[config.mk]
export PLATFORM = sky130hd
export DESIGN_NAME = battery_gauge_charge_trend
export DESIGN_NICKNAME = d
export VERILOG_FILES = /design/src/rtl/bgct_pkg.sv /design/src/rtl/bgct_accum.sv /design/src/rtl/bgct_scale.sv /design/src/rtl/bgct_trend.sv /design/src/rtl/battery_gauge_charge_trend.sv
export SDC_FILE = /design/constraint.sdc
export NUM_CORES = 1
export LEC_CHECK = 0
export ABC_AREA = 1
export BUFFER_PORTS_ARGS = -buffer_cell sky130_fd_sc_hd__buf_4
export CELL_PAD_IN_SITES_DETAIL_PLACEMENT = 2
export CELL_PAD_IN_SITES_GLOBAL_PLACEMENT = 2
export CORE_AREA = 10 10 285 260
export CTS_BUF_LIST = sky130_fd_sc_hd__clkbuf_2 sky130_fd_sc_hd__clkbuf_4 sky130_fd_sc_hd__clkbuf_8
export CTS_CLUSTER_DIAMETER = 40
export DETAILED_ROUTE_END_ITERATION = 8
export DIE_AREA = 0 0 295 270
export PLACE_DENSITY = 0.88
export RECOVER_POWER = 50
export SKIP_CTS_REPAIR_TIMING = 1
export SLEW_MARGIN = 20
export SYNTH_ARGS = -nofsm -noshare
export SYNTH_HDL_FRONTEND = slang
export SYNTH_HIERARCHICAL = 1
export SYNTH_SLANG_ARGS = --single-unit
[constraint.sdc]
create_clock -name clk -period 7.1 [get_ports clk]
set_input_delay 0 -clock clk [delete_from_list [all_inputs] [get_ports clk]]
set_output_delay 0 -clock clk [all_outputs]
set_load 0.05 [all_outputs]
[src/rtl/bgct_pkg.sv]
// ----------------------------------------------------------------------------
// Battery gauge package
// Payload types and fixed constants shared by the gauge pipeline.
// ----------------------------------------------------------------------------
package bgct_pkg;

	localparam logic [12:0] VBAT_MIN_MV = 13'd3000;
	localparam logic [12:0] VBAT_MAX_MV = 13'd4350;
	localparam logic [12:0] PCT_LOW_MV  = 13'd3300;
	localparam logic [12:0] PCT_MID_MV  = 13'd3700;
	localparam logic [12:0] PCT_HIGH_MV = 13'd4200;
	localparam logic [6:0]  PCT_FULL    = 7'd100;
	localparam logic [6:0]  PCT_HALF    = 7'd50;

	localparam int IN_DATA_W  = 64;
	localparam int OUT_DATA_W = 48;

	typedef enum logic [1:0] {
		REG_PRESENT_MIN = 2'd0,
		REG_DIVIDER     = 2'd1,
		REG_WINDOW      = 2'd2,
		REG_RISE        = 2'd3
	} reg_idx_t;

	// members listed from the top bit down, so the first field sits highest
	typedef struct packed {
		logic [31:0] now_ms;
		logic        usb_sense;
		logic [11:0] adc_mv;
		logic [11:0] adc_raw;
	} in_t;

	typedef struct packed {
		logic        charging;
		logic [6:0]  charge_pct;
		logic [12:0] vbat_mv;
		logic [11:0] pin_mv_avg;
		logic [11:0] raw_avg;
		logic        usb_present;
		logic        batt_present;
	} result_t;

	localparam int IN_W  = $bits(in_t);
	localparam int RES_W = $bits(result_t);

	typedef struct packed {
		logic [31:0] now_ms;
		logic        usb;
	} tag_t;

	typedef struct packed {
		logic [31:0] now_ms;
		logic [12:0] vbat_mv;
		logic [11:0] mv_avg;
		logic [11:0] raw_avg;
		logic        usb;
		logic        present;
	} scaled_t;

	typedef struct packed {
		logic [11:0] present_min_mv;
		logic [11:0] divider_q8;
		logic [31:0] trend_period_ms;
		logic [12:0] charge_rise_mv;
	} cfg_t;

endpackage

[src/rtl/bgct_accum.sv]
// ----------------------------------------------------------------------------
// Battery gauge sample accumulator
// Sums samples of one group and hands the group sums to the next stage.
// ----------------------------------------------------------------------------
module bgct_accum #(
	parameter int GROUP_SIZE = 8,
	parameter int ACC_W      = 15
) (
	input  logic               clk,
	input  logic               arst_n,
	input  logic               in_valid,
	output logic               in_ready,
	input  bgct_pkg::in_t      in_data,
	output logic               out_valid,
	input  logic               out_ready,
	output logic [ACC_W-1:0]   raw_sum,
	output logic [ACC_W-1:0]   mv_sum,
	output bgct_pkg::tag_t     tag
);

	localparam int CNT_W = (GROUP_SIZE > 1) ? $clog2(GROUP_SIZE) : 1;

	logic [CNT_W-1:0] cnt_q;
	logic [ACC_W-1:0] raw_acc_q, mv_acc_q;
	logic [ACC_W-1:0] raw_next, mv_next;
	logic [ACC_W-1:0] raw_s1, mv_s1;
	bgct_pkg::tag_t   tag_s1;
	logic             v_s1;
	logic             last, take;

	assign last     = (cnt_q == CNT_W'(GROUP_SIZE - 1));
	// only a group-closing sample needs room downstream
	assign in_ready = !last || !v_s1 || out_ready;
	assign take     = in_valid && in_ready;
	assign raw_next = raw_acc_q + ACC_W'(in_data.adc_raw);
	assign mv_next  = mv_acc_q + ACC_W'(in_data.adc_mv);

	always_ff @(posedge clk or negedge arst_n) begin
		if (!arst_n) begin
			cnt_q     <= '0;
			raw_acc_q <= '0;
			mv_acc_q  <= '0;
			v_s1      <= 1'b0;
		end else begin
			if (take && last) begin
				cnt_q     <= '0;
				raw_acc_q <= '0;
				mv_acc_q  <= '0;
			end else if (take) begin
				cnt_q     <= cnt_q + 1'b1;
				raw_acc_q <= raw_next;
				mv_acc_q  <= mv_next;
			end
			if (take && last) begin
				v_s1 <= 1'b1;
			end else if (out_ready) begin
				v_s1 <= 1'b0;
			end
		end
	end

	always_ff @(posedge clk) begin
		if (take && last) begin
			raw_s1        <= raw_next;
			mv_s1         <= mv_next;
			tag_s1.usb    <= in_data.usb_sense;
			tag_s1.now_ms <= in_data.now_ms;
		end
	end

	assign out_valid = v_s1;
	assign raw_sum   = raw_s1;
	assign mv_sum    = mv_s1;
	assign tag       = tag_s1;

endmodule

[src/rtl/bgct_scale.sv]
// ----------------------------------------------------------------------------
// Battery gauge averaging and scaling
// Averages the group sums, applies the divider ratio and the clamp, and checks presence.
// ----------------------------------------------------------------------------
module bgct_scale #(
	parameter int GROUP_SIZE = 8,
	parameter int ACC_W      = 15
) (
	input  logic                clk,
	input  logic                arst_n,
	input  logic                in_valid,
	output logic                in_ready,
	input  logic [ACC_W-1:0]    raw_sum,
	input  logic [ACC_W-1:0]    mv_sum,
	input  bgct_pkg::tag_t      tag,
	input  bgct_pkg::cfg_t      cfg,
	output logic                out_valid,
	input  logic                out_ready,
	output bgct_pkg::scaled_t   out_data
);

	// floor(x / GROUP_SIZE) as (x * RECIP) >> SH, exact for every ACC_W-bit x
	localparam int SH     = ACC_W + $clog2(GROUP_SIZE);
	localparam int M_W    = ACC_W + 1;
	localparam int PROD_W = ACC_W + M_W;
	localparam logic [M_W-1:0] RECIP = M_W'(((2 ** SH) + GROUP_SIZE - 1) / GROUP_SIZE);

	logic [PROD_W-1:0] raw_prod, mv_prod;
	logic [11:0]       raw_avg_s2, mv_avg_s2;
	bgct_pkg::tag_t    tag_s2;
	logic              v_s2, v_s3;
	logic              ready_s3, ready_s2;
	logic [23:0]       vbat_prod;
	logic [15:0]       vbat_full;
	logic [12:0]       vbat_clamped;
	bgct_pkg::scaled_t res_s3;

	assign ready_s3 = !v_s3 || out_ready;
	assign ready_s2 = !v_s2 || ready_s3;
	assign in_ready = ready_s2;

	assign raw_prod = PROD_W'(raw_sum) * PROD_W'(RECIP);
	assign mv_prod  = PROD_W'(mv_sum) * PROD_W'(RECIP);

	assign vbat_prod = 24'(mv_avg_s2) * 24'(cfg.divider_q8);
	assign vbat_full = vbat_prod[23:8];

	always_comb begin
		if (vbat_full < 16'(bgct_pkg::VBAT_MIN_MV)) begin
			vbat_clamped = bgct_pkg::VBAT_MIN_MV;
		end else if (vbat_full > 16'(bgct_pkg::VBAT_MAX_MV)) begin
			vbat_clamped = bgct_pkg::VBAT_MAX_MV;
		end else begin
			vbat_clamped = vbat_full[12:0];
		end
	end

	always_ff @(posedge clk or negedge arst_n) begin
		if (!arst_n) begin
			v_s2 <= 1'b0;
			v_s3 <= 1'b0;
		end else begin
			if (ready_s2) begin
				v_s2 <= in_valid;
			end
			if (ready_s3) begin
				v_s3 <= v_s2;
			end
		end
	end

	always_ff @(posedge clk) begin
		if (ready_s2 && in_valid) begin
			raw_avg_s2 <= raw_prod[SH +: 12];
			mv_avg_s2  <= mv_prod[SH +: 12];
			tag_s2     <= tag;
		end
		if (ready_s3 && v_s2) begin
			res_s3.now_ms  <= tag_s2.now_ms;
			res_s3.usb     <= tag_s2.usb;
			res_s3.raw_avg <= raw_avg_s2;
			res_s3.mv_avg  <= mv_avg_s2;
			res_s3.present <= (mv_avg_s2 >= cfg.present_min_mv);
			res_s3.vbat_mv <= vbat_clamped;
		end
	end

	assign out_valid = v_s3;
	assign out_data  = res_s3;

endmodule

[src/rtl/bgct_trend.sv]
// ----------------------------------------------------------------------------
// Battery gauge trend and percent stage
// Keeps the charging trend window, maps millivolts to percent, and holds
// the result register toward the output channel.
// ----------------------------------------------------------------------------
module bgct_trend (
	input  logic                clk,
	input  logic                arst_n,
	input  logic                in_valid,
	output logic                in_ready,
	input  bgct_pkg::scaled_t   in_data,
	input  bgct_pkg::cfg_t      cfg,
	output logic                out_valid,
	input  logic                out_ready,
	output bgct_pkg::result_t   out_data
);

	// floor(x / 10) as (x * 205) >> 11, exact for x below 1029
	localparam logic [16:0] DIV10_MUL   = 17'd205;
	localparam int          DIV10_SHIFT = 11;

	logic              armed_q, flag_q;
	logic [31:0]       start_time_q;
	logic [12:0]       start_mv_q;
	logic              v_s4;
	bgct_pkg::result_t res_s4;
	logic              load;

	logic [12:0]        v, lo_diff;
	logic [8:0]         hi_diff;
	logic [16:0]        hi_prod;
	logic [6:0]         pct;
	logic [31:0]        elapsed;
	logic signed [13:0] dv;
	logic               window_hit, rise_ok, flag_next;

	assign in_ready = !v_s4 || out_ready;
	assign load     = in_valid && in_ready;

	assign v       = in_data.vbat_mv;
	assign lo_diff = v - bgct_pkg::PCT_LOW_MV;
	assign hi_diff = 9'(v - bgct_pkg::PCT_MID_MV);
	assign hi_prod = 17'(hi_diff) * DIV10_MUL;

	always_comb begin
		if (v >= bgct_pkg::PCT_HIGH_MV) begin
			pct = bgct_pkg::PCT_FULL;
		end else if (v <= bgct_pkg::PCT_LOW_MV) begin
			pct = '0;
		end else if (v < bgct_pkg::PCT_MID_MV) begin
			// 50 percent over 400 mV is one percent per 8 mV
			pct = 7'(lo_diff >> 3);
		end else begin
			pct = bgct_pkg::PCT_HALF + 7'(hi_prod >> DIV10_SHIFT);
		end
	end

	assign elapsed    = in_data.now_ms - start_time_q;
	assign window_hit = (elapsed >= cfg.trend_period_ms);
	assign dv         = $signed({1'b0, v}) - $signed({1'b0, start_mv_q});
	assign rise_ok    = (dv >= $signed({1'b0, cfg.charge_rise_mv}));

	always_comb begin
		if (!in_data.present || !armed_q) begin
			flag_next = 1'b0;
		end else if (window_hit) begin
			flag_next = rise_ok;
		end else begin
			flag_next = flag_q;
		end
	end

	always_ff @(posedge clk or negedge arst_n) begin
		if (!arst_n) begin
			armed_q      <= 1'b0;
			flag_q       <= 1'b0;
			start_time_q <= '0;
			start_mv_q   <= '0;
			v_s4         <= 1'b0;
		end else begin
			if (load) begin
				flag_q  <= flag_next;
				armed_q <= 1'b1;
				if (!in_data.present) begin
					// restart the window from zero millivolts
					start_time_q <= in_data.now_ms;
					start_mv_q   <= '0;
				end else if (!armed_q || window_hit) begin
					start_time_q <= in_data.now_ms;
					start_mv_q   <= v;
				end
			end
			if (in_ready) begin
				v_s4 <= in_valid;
			end
		end
	end

	always_ff @(posedge clk) begin
		if (load) begin
			res_s4.batt_present <= in_data.present;
			res_s4.usb_present  <= in_data.usb;
			res_s4.raw_avg      <= in_data.raw_avg;
			res_s4.pin_mv_avg   <= in_data.mv_avg;
			res_s4.vbat_mv      <= in_data.present ? v : '0;
			res_s4.charge_pct   <= in_data.present ? pct : '0;
			res_s4.charging     <= flag_next;
		end
	end

	assign out_valid = v_s4;
	assign out_data  = res_s4;

endmodule

[src/rtl/battery_gauge_charge_trend.sv]
// ----------------------------------------------------------------------------
// Battery gauge with charge trend
// Averages groups of converter samples into battery millivolts, charge
// percent and a charging flag.
// ----------------------------------------------------------------------------
//  channel   direction  handshake            content
//  s_*       in         s_tvalid/s_tready    one converter sample
//  m_*       out        m_tvalid/m_tready    one gauge result per group
//  cfg_*     in         cfg_we               register write, no read-back
//
// One sample is taken every cycle while s_tready is high; a group of GROUP_SIZE samples
// yields one result once its last sample has passed the sum, average, scale and trend registers.
// Stalls on m_* back up through the result, scale, average and sum registers;
// s_tready drops only for a group-closing sample while all of them are full.
// Reset clears the sums, the trend window and the pipeline, and loads the
// register defaults.
// ----------------------------------------------------------------------------
module battery_gauge_charge_trend #(
	parameter int GROUP_SIZE = 8
) (
	input  logic        clk,
	input  logic        arst_n,
	input  logic        s_tvalid,
	output logic        s_tready,
	// adc_raw[11:0], adc_mv[23:12], usb_sense[24], now_ms[56:25], zero fill
	input  logic [bgct_pkg::IN_DATA_W-1:0] s_tdata,
	output logic        m_tvalid,
	input  logic        m_tready,
	// batt_present[0], usb_present[1], raw_avg[13:2], pin_mv_avg[25:14],
	// vbat_mv[38:26], charge_pct[45:39], charging[46], zero fill
	output logic [47:0] m_tdata,
	input  logic        cfg_we,
	input  logic [1:0]  cfg_index,
	input  logic [31:0] cfg_wdata
);

	localparam int ACC_W = 12 + $clog2(GROUP_SIZE);

	bgct_pkg::cfg_t    cfg_q;
	bgct_pkg::in_t     in_data;
	bgct_pkg::tag_t    tag_s1;
	bgct_pkg::scaled_t scaled;
	bgct_pkg::result_t result;
	logic [ACC_W-1:0]  raw_sum, mv_sum;
	logic              v1, r1, v3, r3;

	always_ff @(posedge clk or negedge arst_n) begin
		if (!arst_n) begin
			cfg_q.present_min_mv  <= 12'd500;
			cfg_q.divider_q8      <= 12'd512;
			cfg_q.trend_period_ms <= 32'd60000;
			cfg_q.charge_rise_mv  <= 13'd20;
		end else if (cfg_we) begin
			case (bgct_pkg::reg_idx_t'(cfg_index))
				bgct_pkg::REG_PRESENT_MIN: cfg_q.present_min_mv  <= cfg_wdata[11:0];
				bgct_pkg::REG_DIVIDER:     cfg_q.divider_q8      <= cfg_wdata[11:0];
				bgct_pkg::REG_WINDOW:      cfg_q.trend_period_ms <= cfg_wdata;
				bgct_pkg::REG_RISE:        cfg_q.charge_rise_mv  <= cfg_wdata[12:0];
				default: ;
			endcase
		end
	end

	assign in_data = bgct_pkg::in_t'(s_tdata[bgct_pkg::IN_W-1:0]);

	bgct_accum #(
		.GROUP_SIZE(GROUP_SIZE),
		.ACC_W     (ACC_W)
	) u_accum (
		.clk      (clk),
		.arst_n   (arst_n),
		.in_valid (s_tvalid),
		.in_ready (s_tready),
		.in_data  (in_data),
		.out_valid(v1),
		.out_ready(r1),
		.raw_sum  (raw_sum),
		.mv_sum   (mv_sum),
		.tag      (tag_s1)
	);

	bgct_scale #(
		.GROUP_SIZE(GROUP_SIZE),
		.ACC_W     (ACC_W)
	) u_scale (
		.clk      (clk),
		.arst_n   (arst_n),
		.in_valid (v1),
		.in_ready (r1),
		.raw_sum  (raw_sum),
		.mv_sum   (mv_sum),
		.tag      (tag_s1),
		.cfg      (cfg_q),
		.out_valid(v3),
		.out_ready(r3),
		.out_data (scaled)
	);

	bgct_trend u_trend (
		.clk      (clk),
		.arst_n   (arst_n),
		.in_valid (v3),
		.in_ready (r3),
		.in_data  (scaled),
		.cfg      (cfg_q),
		.out_valid(m_tvalid),
		.out_ready(m_tready),
		.out_data (result)
	);

	assign m_tdata = {{(bgct_pkg::OUT_DATA_W - bgct_pkg::RES_W){1'b0}}, result};

endmodule

==> impl_metrics.env <==
export IMPL_outcome="finished with violations"
export IMPL_violations="capacitance limit, slew limit"
export IMPL_drt_total_wl_um=130000
export IMPL_wl_per_cell_um=30.6
export IMPL_cp_start_kind="flip-flop"
export IMPL_die_x_um=295
export IMPL_drive_gt1_share_pct=9.12
export IMPL_layout_cells_non_filler=4244
export IMPL_cts_root_buf="clkbuf_8"
export IMPL_hold_end="cfg_q[4]$_DFFE_PN1P_"
export IMPL_r2r_slack_ns=0.05
export IMPL_dp_cells=3971
export IMPL_initial_utilization_pct=38.4
export IMPL_reg2reg_from="u_scale/mv_avg_s2[3]$_DFFE_PP_"
export IMPL_slew_headroom_pct=-253
export IMPL_cts_tree="yes"
export IMPL_setup_viol=0
export IMPL_dp_hpwl_um=71400
export IMPL_arrival_ns=7.48
export IMPL_whs_path_depth=3
export IMPL_period_minus_slack_ns=7.05
export IMPL_top_level_ports=153
export IMPL_die_h_um=270
export IMPL_port_buffers=144
export IMPL_endpoint_kind="flip-flop"
export IMPL_drt_iter0_markers=2093
export IMPL_gp_congestion=0.867
export IMPL_ir_drop_mv=0.302
export IMPL_fin_nets=3743
export IMPL_p_clk_share_pct=17.2
export IMPL_timing_final_crit_share_pct=99.3
export IMPL_pre_cts_ws_ns=0.527
export IMPL_fin_skew_ns=0.0496
export IMPL_syn_inst=2999
export IMPL_critPathKind="reg -> reg"
export IMPL_via_per_inst=5.84
export IMPL_grt_pass1_wl_um=162000
export IMPL_placedInstanceArea_sq_um=28000
export IMPL_area_growth_pct=18.1
export IMPL_cap_violations=6
export IMPL_cts_buffers=75
export IMPL_switchingPower_mw=9.10
export IMPL_reg2reg_depth=24
export IMPL_p_leak_nw=15.4
export IMPL_crit_fanout=14
export IMPL_slew_viol_final=259
export IMPL_max_freq_mhz=142
export IMPL_grt_max_degree=81
export IMPL_worstHoldStart="cfg_we"
export IMPL_worstPathRequired_ns=7.53
export IMPL_core_area_sq_um=68000
export IMPL_busiest_layer="met2"
export IMPL_grt_usage_pct=26.4
export IMPL_grtUsageMet2_pct=47.5
export IMPL_netlist_area_sq_um=26100
export IMPL_globalRoute_totalOverflow=0
export IMPL_grtUsageMet1_pct=28.8
export IMPL_clock_sinks=385
export IMPL_p_per_area_nw_per_um2=546
export IMPL_rows=91
export IMPL_drtAntennaViolNets=0
export IMPL_synth_nets=3450
export IMPL_synth_warnings=6
export IMPL_die_area_sq_um=79700
export IMPL_use_met3_pct=4.96
export IMPL_setup_slack_ns=0.0475
export IMPL_hold_viol=0
export IMPL_power_frac_seq_pct=19.4
export IMPL_cts_buffer_depth=3
export IMPL_sw_frac_of_total_pct=54.1
export IMPL_n_fill_cell=7397
export IMPL_clk_pin_slew_ns=0.07
export IMPL_vias=24800
export IMPL_startpoint="u_scale/mv_avg_s2[3]$_DFFE_PP_"
export IMPL_clock_latency_ns=0.74
export IMPL_first_pass_iters=5
export IMPL_avgSynthCellArea_sq_um=8.70
export IMPL_finish_utilization_pct=45.3
export IMPL_drc_errors=0
export IMPL_p_int_mw=7.73
export IMPL_hold_class="in -> reg"
export IMPL_antenna_found_initial=14
export IMPL_fin_area_sq_um=30800
export IMPL_power_total_mw=16.8
export IMPL_h_tree_depth=3
export IMPL_comb_power_share_pct=63.4
export IMPL_r2r_end="u_scale/out_data[32]$_SDFFCE_PN0P_"
export IMPL_worst_slew_pin_slew_ns=5.30
export IMPL_grt_pass1_vias=26600
## cell type report
class	instances	area, sq um	share of cell area (%)
diodes	6	15.0	0.0487
inverters	576	2160	7.02
multi-input cells	1966	12700	41.2
clock inverters	37	484	1.57
well taps	883	1100	3.58
repair buffers	288	2230	7.25
flip-flops and latches	385	10800	35.1
clock buffers	103	1310	4.25
## state kept, by name, indices dropped and copies added (netlist names), 13 cells and up
signal,count
u_scale/tag_s2,33
u_trend/out_data,47
u_scale/out_data,71
u_accum/tag,33
u_accum/raw_acc_q,15
u_accum/mv_acc_q,15
u_trend/start_mv_q,13
u_trend/start_time_q,32
cfg_q,69
## layout by cell type, fill, tap and decap left out, drive strengths merged, types with 17 or more instances in the layout
cell type and count:
edfxtp 232, xor2 51, nor2 143, ha 231, nand4 83, o21ai 66
dlygate4sd3 118, clkbuf 193, buf 80, nand3 148, and2 17, dfrtp 137
inv 584, a21oi 108, fa 117, nand2 916
## power by group through the flow
| stage | Clock, mW | Sequential [mW] | Combinational (mW) |
|---|---|---|---|
| 2_1_floorplan | 0 | 3.12 | 6.33 |
| 3_3_place_gp | 0 | 3.17 | 8.19 |
| 3_5_place_dp | 0 | 3.23 | 9.12 |
| 4_1_cts | 2.80 | 3.21 | 9.68 |
| 5_1_grt | 2.98 | 3.29 | 11.6 |
| 6_report | 2.89 | 3.27 | 10.7 |
## per-stage QoR
stage / TNS [ns] / hold slack (ns)
after floorplan: 0 / -0.296
after global placement: 0 / 0.0405
after detailed placement: 0 / 0.0577
after CTS: 0 / -0.687
after global routing: -0.460 / 0.0171
final: 0 / 0.000410
## per-layer routing
layer,up-vias,wire (um),share of wire (%)
met2,1441,64500,50
met5,-,108,0.083
li1,10100,-,-
met4,18,11100,8.6
met3,700,8780,6.8
met1,12500,45500,35
## worst max path at each step
stage / to / slack, ns / cells past startpoint
floorplan: u_scale/out_data[32]$_SDFFCE_PN0P_ / 1.78 / 28
global placement: u_scale/out_data[32]$_SDFFCE_PN0P_ / 0.98 / 25
detailed placement: u_scale/out_data[32]$_SDFFCE_PN0P_ / 0.53 / 25
CTS: u_scale/out_data[32]$_SDFFCE_PN0P_ / 0.23 / 24
global route: u_scale/out_data[32]$_SDFFCE_PN0P_ / -0.17 / 24
finish: u_scale/out_data[32]$_SDFFCE_PN0P_ / 0.05 / 24
## worst max-delay path, cell delays in order (launching register included)
cell and delay [ns]:
edfxtp_1 0.90, nand2_1 0.32, fa_1 0.72, fa_1 0.47
inv_1 0.10, fa_1 0.45, fa_1 0.45, inv_1 0.26
fa_1 0.59, inv_1 0.14, ha_1 0.32, a21oi_1 0.33
nor2_1 0.13, nor2_2 0.20, nand2_1 0.10, nand2_1 0.08
nand3_1 0.12, nor2_1 0.12, nor2_1 0.08, nor2_4 0.29
nand2_2 0.18, nor2_4 0.15, nand2_4 0.10, nand2_1 0.08
nand3_1 0.07
No activity file was read; power rests on OpenSTA's default activity.
